File: src/sccbm_pkg.sv
// Shared types and constants for the SCCB master transaction engine.
// No dependencies; used by sccbm_front, sccbm_back and the top level.
`default_nettype none

package sccbm_pkg;

	// config register
	localparam int CFG_W = 16;
	localparam logic [CFG_W-1:0] HALF_PERIOD_RESET = 16'd250;

	// defaults for top-level parameters
	localparam int WAIT_WIDTH_DEFAULT = 16;
	localparam int QUEUE_DEPTH_DEFAULT = 4;

	// bit framing
	localparam logic [3:0] BITS_PER_PHASE = 4'd9;
	localparam logic [3:0] DATA_BITS = 4'd8;

	// classified command
	typedef enum logic [1:0] {
		CMD_NONE  = 2'd0,
		CMD_WRITE = 2'd1,
		CMD_READ  = 2'd2
	} cmd_t;

	// one queued tick
	typedef struct packed {
		cmd_t       cmd;
		logic [6:0] slave_id;
		logic [7:0] reg_addr;
		logic [7:0] write_data;
		logic       sda_in;
	} item_t;

	// queue head as seen by the back end
	typedef struct packed {
		logic  valid;
		item_t item;
	} qhead_t;

endpackage

`default_nettype wire

File: src/sccbm_front.sv
// Front end: accepts input ticks, classifies the op code and queues them.
// Depends on sccbm_pkg.
`default_nettype none

module sccbm_front #(
	parameter int DEPTH = sccbm_pkg::QUEUE_DEPTH_DEFAULT
) (
	input  logic              clk,
	input  logic              arst_n,
	input  logic              in_valid,
	output logic              in_stall,
	input  logic [1:0]        op,
	input  logic [6:0]        slave_id,
	input  logic [7:0]        reg_addr,
	input  logic [7:0]        write_data,
	input  logic              sda_in,
	output sccbm_pkg::qhead_t head,
	input  logic              pop
);

	localparam int AW = (DEPTH > 1) ? $clog2(DEPTH) : 1;
	localparam int CW = $clog2(DEPTH + 1);

	sccbm_pkg::item_t mem_q [DEPTH];
	logic [AW-1:0]    wr_ptr_q;
	logic [AW-1:0]    rd_ptr_q;
	logic [CW-1:0]    count_q;
	sccbm_pkg::item_t new_item;
	logic             push;

	// op 3 is treated as an idle tick
	always_comb begin
		new_item.slave_id   = slave_id;
		new_item.reg_addr   = reg_addr;
		new_item.write_data = write_data;
		new_item.sda_in     = sda_in;
		unique case (op)
			2'd1:    new_item.cmd = sccbm_pkg::CMD_WRITE;
			2'd2:    new_item.cmd = sccbm_pkg::CMD_READ;
			default: new_item.cmd = sccbm_pkg::CMD_NONE;
		endcase
	end

	assign in_stall   = (count_q == CW'(DEPTH));
	assign push       = in_valid && !in_stall;
	assign head.valid = (count_q != '0);
	assign head.item  = mem_q[rd_ptr_q];

	function automatic logic [AW-1:0] ptr_inc(input logic [AW-1:0] p);
		ptr_inc = (p == AW'(DEPTH - 1)) ? '0 : p + 1'b1;
	endfunction

	always_ff @(posedge clk) begin
		if (push) begin
			mem_q[wr_ptr_q] <= new_item;
		end
	end

	always_ff @(posedge clk or negedge arst_n) begin
		if (!arst_n) begin
			wr_ptr_q <= '0;
			rd_ptr_q <= '0;
			count_q  <= '0;
		end else begin
			if (push) begin
				wr_ptr_q <= ptr_inc(wr_ptr_q);
			end
			if (pop) begin
				rd_ptr_q <= ptr_inc(rd_ptr_q);
			end
			if (push && !pop) begin
				count_q <= count_q + 1'b1;
			end else if (pop && !push) begin
				count_q <= count_q - 1'b1;
			end
		end
	end

endmodule

`default_nettype wire

File: src/sccbm_back.sv
// Back end: bus sequencer with the output register, stepping one queued
// tick per cycle unless out_stall holds it. Depends on sccbm_pkg.
`default_nettype none

module sccbm_back #(
	parameter int WAIT_WIDTH = sccbm_pkg::WAIT_WIDTH_DEFAULT
) (
	input  logic                        clk,
	input  logic                        arst_n,
	input  sccbm_pkg::qhead_t           head,
	output logic                        pop,
	input  logic                        cfg_write_en,
	input  logic [sccbm_pkg::CFG_W-1:0] cfg_write_data,
	output logic                        out_valid,
	input  logic                        out_stall,
	output logic                        scl,
	output logic                        sda_out,
	output logic                        sda_drive,
	output logic                        busy_res,
	output logic                        done_res,
	output logic [7:0]                  read_data
);

	localparam int CW = sccbm_pkg::CFG_W;

	// stage codes
	localparam logic [2:0] STG_ID_W = 3'd0;
	localparam logic [2:0] STG_ADDR = 3'd1;
	localparam logic [2:0] STG_DATA = 3'd2;
	localparam logic [2:0] STG_ID_R = 3'd3;
	localparam logic [2:0] STG_READ = 3'd4;

	typedef enum logic [6:0] {
		PH_IDLE    = 7'b0000001,
		PH_START   = 7'b0000010,
		PH_BITLO   = 7'b0000100,
		PH_BITHI   = 7'b0001000,
		PH_STOPLO  = 7'b0010000,
		PH_STOPHI  = 7'b0100000,
		PH_STOPEND = 7'b1000000
	} phase_t;

	logic [CW-1:0]         half_q;
	phase_t                phase_q, n_phase;
	logic [2:0]            stage_q, n_stage;
	logic [3:0]            bc_q, n_bc;
	logic [WAIT_WIDTH-1:0] wait_q, n_wait, reload;
	logic [8:0]            shift_q, n_shift;
	logic [7:0]            rshift_q, n_rshift;
	logic [7:0]            rres_q, n_rres;
	logic                  isrd_q, n_isrd;
	logic [6:0]            id_q, n_id;
	logic [7:0]            addr_q, n_addr;
	logic [7:0]            data_q, n_data;
	logic                  n_done;
	logic                  reload_en;
	logic                  reading, n_reading;
	logic [CW-1:0]         hm1;
	logic                  fire;
	logic                  o_scl, o_sda, o_drive;

	logic                  out_valid_q;
	logic                  scl_q, sda_q, drive_q, busy_q, done_q;
	logic [7:0]            rdata_q;

	function automatic logic [8:0] load_shift(input logic [2:0] s, input logic [6:0] id,
			input logic [7:0] addr, input logic [7:0] data);
		unique case (s)
			STG_ID_W: load_shift = {id, 2'b00};
			STG_ADDR: load_shift = {addr, 1'b0};
			STG_DATA: load_shift = {data, 1'b0};
			STG_ID_R: load_shift = {id, 2'b10};
			default:  load_shift = 9'h1FF;
		endcase
	endfunction

	// wait reload: zero behaves as one, long values saturate the counter
	assign hm1    = (half_q == '0) ? '0 : half_q - 1'b1;
	assign reload = (hm1 > CW'({WAIT_WIDTH{1'b1}})) ? '1 : WAIT_WIDTH'(hm1);

	assign fire    = head.valid && (!out_valid_q || !out_stall);
	assign pop     = fire;
	assign reading = (stage_q == STG_READ) && (bc_q < sccbm_pkg::DATA_BITS);

	always_comb begin
		n_phase   = phase_q;
		n_stage   = stage_q;
		n_bc      = bc_q;
		n_wait    = wait_q;
		n_shift   = shift_q;
		n_rshift  = rshift_q;
		n_rres    = rres_q;
		n_isrd    = isrd_q;
		n_id      = id_q;
		n_addr    = addr_q;
		n_data    = data_q;
		n_done    = 1'b0;
		reload_en = 1'b0;
		if (phase_q == PH_IDLE) begin
			if (head.item.cmd != sccbm_pkg::CMD_NONE) begin
				n_id      = head.item.slave_id;
				n_addr    = head.item.reg_addr;
				n_data    = head.item.write_data;
				n_isrd    = (head.item.cmd == sccbm_pkg::CMD_READ);
				n_stage   = STG_ID_W;
				n_bc      = '0;
				n_shift   = load_shift(STG_ID_W, head.item.slave_id, head.item.reg_addr,
					head.item.write_data);
				n_phase   = PH_START;
				reload_en = 1'b1;
			end
		end else if (wait_q != '0) begin
			n_wait = wait_q - 1'b1;
		end else begin
			reload_en = 1'b1;
			unique case (phase_q)
				PH_START:  n_phase = PH_BITLO;
				PH_BITLO:  n_phase = PH_BITHI;
				PH_BITHI: begin
					if (reading) begin
						n_rshift = {rshift_q[6:0], head.item.sda_in};
					end
					n_shift = {shift_q[7:0], 1'b0};
					n_bc    = bc_q + 1'b1;
					if (n_bc < sccbm_pkg::BITS_PER_PHASE) begin
						n_phase = PH_BITLO;
					end else if ((!isrd_q && stage_q < STG_DATA) ||
							(isrd_q && (stage_q == STG_ID_W || stage_q == STG_ID_R))) begin
						n_stage = stage_q + 3'd1;
						n_bc    = '0;
						n_shift = load_shift(n_stage, id_q, addr_q, data_q);
						n_phase = PH_BITLO;
					end else begin
						n_phase = PH_STOPLO;
					end
				end
				PH_STOPLO: n_phase = PH_STOPHI;
				PH_STOPHI: n_phase = PH_STOPEND;
				PH_STOPEND: begin
					if (isrd_q && stage_q == STG_ADDR) begin
						// repeated start for the read half
						n_stage = STG_ID_R;
						n_bc    = '0;
						n_shift = load_shift(STG_ID_R, id_q, addr_q, data_q);
						n_phase = PH_START;
					end else begin
						if (isrd_q) begin
							n_rres = rshift_q;
						end
						n_phase   = PH_IDLE;
						n_done    = 1'b1;
						reload_en = 1'b0;
					end
				end
				PH_IDLE: begin
					n_phase   = PH_IDLE;
					reload_en = 1'b0;
				end
				default: begin
					n_phase   = PH_IDLE;
					reload_en = 1'b0;
				end
			endcase
		end
		if (reload_en) begin
			n_wait = reload;
		end
	end

	// bus levels after this tick
	assign n_reading = (n_stage == STG_READ) && (n_bc < sccbm_pkg::DATA_BITS);

	always_comb begin
		o_drive = 1'b1;
		unique case (n_phase)
			PH_START: begin
				o_scl = 1'b1;
				o_sda = 1'b0;
			end
			PH_BITLO: begin
				o_scl   = 1'b0;
				o_sda   = n_shift[8];
				o_drive = !n_reading;
			end
			PH_BITHI: begin
				o_scl   = 1'b1;
				o_sda   = n_shift[8];
				o_drive = !n_reading;
			end
			PH_STOPLO: begin
				o_scl = 1'b0;
				o_sda = 1'b0;
			end
			PH_STOPHI: begin
				o_scl = 1'b1;
				o_sda = 1'b0;
			end
			default: begin
				o_scl = 1'b1;
				o_sda = 1'b1;
			end
		endcase
	end

	always_ff @(posedge clk or negedge arst_n) begin
		if (!arst_n) begin
			half_q   <= sccbm_pkg::HALF_PERIOD_RESET;
			phase_q  <= PH_IDLE;
			stage_q  <= STG_ID_W;
			bc_q     <= '0;
			wait_q   <= '0;
			shift_q  <= '0;
			rshift_q <= '0;
			rres_q   <= '0;
			isrd_q   <= 1'b0;
			id_q     <= '0;
			addr_q   <= '0;
			data_q   <= '0;
		end else begin
			if (cfg_write_en) begin
				half_q <= cfg_write_data;
			end
			if (fire) begin
				phase_q  <= n_phase;
				stage_q  <= n_stage;
				bc_q     <= n_bc;
				wait_q   <= n_wait;
				shift_q  <= n_shift;
				rshift_q <= n_rshift;
				rres_q   <= n_rres;
				isrd_q   <= n_isrd;
				id_q     <= n_id;
				addr_q   <= n_addr;
				data_q   <= n_data;
			end
		end
	end

	// output register
	always_ff @(posedge clk or negedge arst_n) begin
		if (!arst_n) begin
			out_valid_q <= 1'b0;
		end else if (fire) begin
			out_valid_q <= 1'b1;
		end else if (!out_stall) begin
			out_valid_q <= 1'b0;
		end
	end

	// bus idles high out of reset
	always_ff @(posedge clk or negedge arst_n) begin
		if (!arst_n) begin
			scl_q   <= 1'b1;
			sda_q   <= 1'b1;
			drive_q <= 1'b1;
			busy_q  <= 1'b0;
			done_q  <= 1'b0;
			rdata_q <= '0;
		end else if (fire) begin
			scl_q   <= o_scl;
			sda_q   <= o_sda;
			drive_q <= o_drive;
			busy_q  <= (n_phase != PH_IDLE);
			done_q  <= n_done;
			rdata_q <= n_rres;
		end
	end

	assign out_valid = out_valid_q;
	assign scl       = scl_q;
	assign sda_out   = sda_q;
	assign sda_drive = drive_q;
	assign busy_res  = busy_q;
	assign done_res  = done_q;
	assign read_data = rdata_q;

	// a finishing transaction always leaves the engine idle
	a_done_idle: assert property (@(posedge clk) disable iff (!arst_n)
		(out_valid_q && done_q) |-> (!busy_q && phase_q == PH_IDLE))
		else $error("done reported while engine busy");

	// a running half-period wait never changes the phase
	a_wait_holds: assert property (@(posedge clk) disable iff (!arst_n)
		(fire && phase_q != PH_IDLE && wait_q != '0) |=> (phase_q == $past(phase_q)))
		else $error("phase moved during half-period wait");

	a_bc_range: assert property (@(posedge clk) disable iff (!arst_n)
		bc_q <= sccbm_pkg::BITS_PER_PHASE)
		else $error("bit count out of range");

	// SDA is released only while clocking in read data
	a_release_read: assert property (@(posedge clk) disable iff (!arst_n)
		(out_valid_q && !drive_q) |-> (stage_q == STG_READ && isrd_q))
		else $error("SDA released outside read data bits");

endmodule

`default_nettype wire

File: src/sccb_master_transaction_engine.sv
// Top level of the SCCB master transaction engine: front end queue plus
// back-end bus sequencer. Depends on sccbm_pkg, sccbm_front, sccbm_back.
//
// Usage: every input transaction is one tick of the bus engine. op selects
// an idle tick, a register write or a register read; slave_id, reg_addr and
// write_data are latched only when a command starts while the engine is
// idle, and commands seen while busy are dropped. sda_in is the SDA level
// sampled for that tick. Each accepted tick yields exactly one output
// transaction with the bus levels after that tick (scl, sda_out, sda_drive),
// busy_res, a one-tick done_res pulse and the last read byte.
// Throughput: one tick per clock while out_stall does not hold the output
// register; the back end steps one queued tick per cycle unless out_stall
// holds it, so ticks stream back to back. The edge that accepts a tick writes
// it into the queue, then the sequencer steps it into the output register.
// cfg_write_en/cfg_write_data load half_period_cycles (ticks per SCL half);
// the user must write it while the engine is idle; nothing here enforces it.
// Stalls: out_stall holds the output register; ticks keep landing in the
// QUEUE_DEPTH-entry queue, and in_stall rises once it is full.
// Reset (arst_n low) empties the queue, idles the bus (SCL and SDA high),
// clears read_data and restores the half period to 250.
`default_nettype none

module sccb_master_transaction_engine #(
	parameter int WAIT_WIDTH  = sccbm_pkg::WAIT_WIDTH_DEFAULT,
	parameter int QUEUE_DEPTH = sccbm_pkg::QUEUE_DEPTH_DEFAULT
) (
	input  logic                        clk,
	input  logic                        arst_n,
	input  logic                        cfg_write_en,
	input  logic [sccbm_pkg::CFG_W-1:0] cfg_write_data,
	input  logic                        in_valid,
	output logic                        in_stall,
	input  logic [1:0]                  op,
	input  logic [6:0]                  slave_id,
	input  logic [7:0]                  reg_addr,
	input  logic [7:0]                  write_data,
	input  logic                        sda_in,
	output logic                        out_valid,
	input  logic                        out_stall,
	output logic                        scl,
	output logic                        sda_out,
	output logic                        sda_drive,
	output logic                        busy_res,
	output logic                        done_res,
	output logic [7:0]                  read_data
);

	sccbm_pkg::qhead_t head;
	logic              pop;

	// accept and classify ticks into the queue
	sccbm_front #(
		.DEPTH(QUEUE_DEPTH)
	) u_front (
		.clk       (clk),
		.arst_n    (arst_n),
		.in_valid  (in_valid),
		.in_stall  (in_stall),
		.op        (op),
		.slave_id  (slave_id),
		.reg_addr  (reg_addr),
		.write_data(write_data),
		.sda_in    (sda_in),
		.head      (head),
		.pop       (pop)
	);

	// bus sequencer and output register
	sccbm_back #(
		.WAIT_WIDTH(WAIT_WIDTH)
	) u_back (
		.clk           (clk),
		.arst_n        (arst_n),
		.head          (head),
		.pop           (pop),
		.cfg_write_en  (cfg_write_en),
		.cfg_write_data(cfg_write_data),
		.out_valid     (out_valid),
		.out_stall     (out_stall),
		.scl           (scl),
		.sda_out       (sda_out),
		.sda_drive     (sda_drive),
		.busy_res      (busy_res),
		.done_res      (done_res),
		.read_data     (read_data)
	);

endmodule

`default_nettype wire

File: config.mk
export PLATFORM = sky130hd
export DESIGN_NAME = sccb_master_transaction_engine
export DESIGN_NICKNAME = d
export VERILOG_FILES = /design/src/sccbm_pkg.sv /design/src/sccbm_front.sv /design/src/sccbm_back.sv /design/src/sccb_master_transaction_engine.sv
export SDC_FILE = /design/constraint.sdc
export NUM_CORES = 1
export LEC_CHECK = 0
export ABC_CLOCK_PERIOD_IN_PS = 6100
export BUFFER_PORTS_ARGS = -buffer_cell sky130_fd_sc_hd__buf_4
export CAP_MARGIN = 20
export CELL_PAD_IN_SITES_DETAIL_PLACEMENT = 1
export CELL_PAD_IN_SITES_GLOBAL_PLACEMENT = 2
export CORE_UTILIZATION = 30
export CTS_CLUSTER_DIAMETER = 40
export DETAILED_ROUTE_END_ITERATION = 10
export PLACE_DENSITY_LB_ADDON = 0.1
export SETUP_SLACK_MARGIN = 0.5
export SLEW_MARGIN = 20
export SYNTH_ARGS = -nofsm -noshare
export SYNTH_HDL_FRONTEND = slang
export SYNTH_SLANG_ARGS = --single-unit
File: constraint.sdc
create_clock -name clk -period 6.1 [get_ports clk]
set_input_delay 0.61 -clock clk [delete_from_list [all_inputs] [get_ports clk]]
set_output_delay 0.61 -clock clk [all_outputs]
set_load 0.02 [all_outputs]
==> qor.txt <==
================================================================================
Post-synthesis instance total                                                749
Net switching power figure                                              1.766 mW
Clock network latency to the later pin of the worst-skew pair             550 ps
Combinational fraction of design power                                     0.214
Chain of cells forming the critical path                            mux4_2, o21a_1, a31oi_1, buf_4, o21ai_1, o41a_4, a21oi_1, a21oi_1
Number of primary I/O pins                                                    62
Routed len/inst                                                         19.13 um
Detailed route wirelength on metal2                                     11580 um
DR iter-0 viols                                                              233
CP max-delay cell                                                   sky130_fd_sc_hd__dfrtp_2
Final worst slack                                                        2245 ps
Reg power frac                                                             0.371
Worst Setup Path Type                                                    reg2reg
Largest net degree at the start of global routing                             57
Layout-stage area growth over the synthesis result                        24.57%
Number of remaining DRC errors                                                 0
Number of port buffers                                                        61
Hold Buf Count CTS                                                             0
Final number of hold-violating endpoints                                       0
Cell with the most instances after synthesis                        sky130_fd_sc_hd__edfxtp_1
Crit path top cell by count                                         sky130_fd_sc_hd__a21oi_1
Outcome                                                             complete, no violations
Count of antenna-violating nets left after detailed routing                    0
Cell Area, Synth                                                        9746 um2
Antenna Cells                                                                  0
Number of setup violations in the final report                                 0
Most instantiated flip-flop cell in the synthesis netlist           sky130_fd_sc_hd__edfxtp_1
Number of distinct library cells after synthesis                              68
Cts bufs inserted                                                             43
Cell family with most CP delay                                      compound AO/OA/AOI/OAI gates
CP bufs+invs                                                                   1
Setup repair after global routing missed its margin                           no
Worst Path Max Fanout                                                         33
Residual overflow from global routing                                          0
Fraction of final layout cells with drive strength greater than 1         0.2855
CTS Root Buffer Type                                                sky130_fd_sc_hd__clkbuf_16
Die area                                                               33210 um2
Mean cell area of the mapped netlist                                   13.01 um2
CTS Buffer Depth                                                               3
Power per cell area                                                 480.3 nW/um2
DR vias/cell                                                               5.113
Horizontal die dimension                                                182.2 um
Final HPWL from detailed placement                                      15910 um
Post-layout nets                                                             893
Number of H-tree branching levels                                              2
Clk pin slew, worst setup/hold paths                                       60 ps
Critical Path Start Type                                                register
Drt pass-1 iters                                                               4
Fraction of power spent switching nets                                    0.3029
Share of the clock period used by the worst path                          0.6320
Detailed-routing wirelength on met1                                     11030 um
Global-route wire length before repair                                  39570 um
Largest cells by area after synthesis                               sky130_fd_sc_hd__edfxtp_1, sky130_fd_sc_hd__dfrtp_1, sky130_fd_sc_hd__mux2_2, sky130_fd_sc_hd__mux4_2, sky130_fd_sc_hd__o21ai_0
Post-synthesis async set-or-reset flop share                              0.5094
Worst slew margin relative to its limit                                   0.3440
Fin Clk Skew                                                            17.64 ps
Leakage                                                                 4.784 nW
Count of standard-cell rows                                                   65
Delay of the slowest cell on the worst path                               990 ps
Internal power                                                          4.065 mW
Share of power burned in the clock network                                 0.415
Final Wtd Congestion                                                      0.7599
Peak ir drop on the vdd network                                      0.0002408 V
Antenna violations before repair                                               0
Number of global-route vias before repair                                   7103
Maximum capacitance violations                                                 0
Met3 wire length                                                         1129 um
Capturing element type of the critical path                             register
Die height                                                              182.2 um
GRT Overall Usage                                                         0.1540
Synth top cells by count                                            sky130_fd_sc_hd__edfxtp_1, sky130_fd_sc_hd__dfrtp_1, sky130_fd_sc_hd__nand2_1, sky130_fd_sc_hd__o21ai_0, sky130_fd_sc_hd__mux2_2
Yosys top cell area share                                                 0.3205
Vias post-DR                                                                6478
Core area                                                              31720 um2
F_max                                                                 0.2594 GHz
TritonCTS Sinks                                                              212
Clock tree from TritonCTS                                                   done
Drt total wl                                                            24240 um
Final-report max-slew violation count                                          0
Number of synthesized register bits                                          212
Worst-Margin Slew                                                       984.0 ps
Critical path data required time                                         6500 ps
Number of flops mapped to enable cells by yosys                              104
Number of cells upsized or downsized after cts                                 0
Accumulated negative setup slack                                            0 ps
Worst setup slack before clock tree synthesis                            2204 ps
Top cell type by total area after synthesis                         sky130_fd_sc_hd__edfxtp_1
Arr. time, crit path                                                     4260 ps
Post-CTS setup buffer count                                                    0
Hold Crit Class                                                         in2async
Top metal layer carrying routed signals                                     met4
Min Clock Period, post-route                                             3855 ps
Total nets after synthesis                                                   812
Number of warnings reported in the yosys synthesis log                         0
Effective utilization at floorplan                                        0.3073
Sequential fraction of the synthesis area                                 0.5990
================================================================================
## sequential cells by signal (all words and copies together) (netlist names), 3 cells and up
name,cells
u_back.shift_q,9
u_back.addr_q,8
u_back.id_q,7
u_back.stage_q,3
u_front.mem_q,104
u_back.half_q,16
u_back.data_q,8
u_front.count_q,3
u_back.rres_q,8
u_back.phase_q,7
u_back.wait_q,16
u_back.bc_q,4
u_back.rshift_q,8
## power groups by stage
stage	clock network, mW	registers [mW]	logic, mW
after global routing	2.55	2.22	1.40
after floorplan	0	2.03	0.988
after detailed placement	0	2.19	1.27
final	2.42	2.16	1.25
after global placement	0	2.17	1.23
after CTS	2.48	2.17	1.27
## per-layer routing
layer  track usage  up-vias
met2        0.2547      132
met5             0        -
met3       0.03991       39
met4       0.05008        0
li1              -     3006
met1        0.1963     3301
## metrics by stage
step                instance area (um2)    util  hold slack [ps]  std cells  power (mW)
floorplan                          9746       -            314.4        749       3.023
global placement                  10620  0.3349            457.1       1187       3.400
detailed placement                10630  0.3351            471.6       1187       3.460
CTS                               12130  0.3825            144.6       1267       5.931
global route                      12140  0.3828            177.0       1267       6.170
finish                            12140  0.3828            132.4       1267       5.830
## cells in the final DEF (no fill, tap or decap), types with 8 or more instances in the layout
| master | count |
|---|---|
| sky130_fd_sc_hd__nand3_1 | 14 |
| sky130_fd_sc_hd__edfxtp_1 | 104 |
| sky130_fd_sc_hd__buf_4 | 71 |
| sky130_fd_sc_hd__nor2_1 | 31 |
| sky130_fd_sc_hd__mux2_2 | 54 |
| sky130_fd_sc_hd__a22o_1 | 12 |
| sky130_fd_sc_hd__a21oi_1 | 53 |
| sky130_fd_sc_hd__ha_1 | 15 |
| sky130_fd_sc_hd__o21ai_0 | 57 |
| sky130_fd_sc_hd__nand2_1 | 64 |
| sky130_fd_sc_hd__and2_1 | 8 |
| sky130_fd_sc_hd__dfrtp_1 | 97 |
| sky130_fd_sc_hd__nor4_1 | 9 |
| sky130_fd_sc_hd__mux4_2 | 26 |
| sky130_fd_sc_hd__inv_1 | 16 |
| sky130_fd_sc_hd__dfstp_2 | 10 |
| sky130_fd_sc_hd__clkbuf_16 | 44 |
| sky130_fd_sc_hd__clkbuf_1 | 10 |
| sky130_fd_sc_hd__nand2b_1 | 10 |
| sky130_fd_sc_hd__nor3_1 | 22 |
| sky130_fd_sc_hd__xor2_1 | 11 |
## cell families after synthesis
logic type               count (synthesis)  synth area share
AO/OA/AOI/OAI                          168            0.1084
XOR/XNOR                                17           0.01528
adder cells (fa/ha/maj)                 16           0.02131
buffers and inverters                   51           0.02260
flip-flops                             212            0.5991
multiplexers                            85            0.1279
AND/OR/NAND/NOR                        200            0.1055
## final timing paths
| check | from | endpoint | slack (ps) | cells after the start |
|---|---|---|---|---|
| setup / recovery | u_front.rd_ptr_q[0]$_DFFE_PN0P_ | u_back.wait_q[8]$_DFFE_PN0P_ | 2250 | 8 |
| hold / removal | arst_n | u_back.rres_q[4]$_DFFE_PN0P_ | 130 | 1 |
| setup reg to reg | u_front.rd_ptr_q[0]$_DFFE_PN0P_ | u_back.wait_q[8]$_DFFE_PN0P_ | 2250 | 8 |
| hold reg to reg | u_back.busy_res$_DFFE_PN0P_ | u_back.busy_res$_DFFE_PN0P_ | 480 | 1 |
| max in group asynchronous | arst_n | u_front.rd_ptr_q[0]$_DFFE_PN0P_ | 4670 | 2 |
| min in group clk | reg_addr[6] | u_front.mem_q[3][15]$_DFFE_PP_ | 260 | 1 |
## cell type report
class	count	area (um2)
sequential	212	5839
timing repair buffer	71	533.0
clock buffer	58	1194
inverter	16	60.06
fill	3303	19580
tap	402	503.0
multi-input combinational	486	3702
clock inverter	22	309.0
Power figures use the tool's default switching activity.
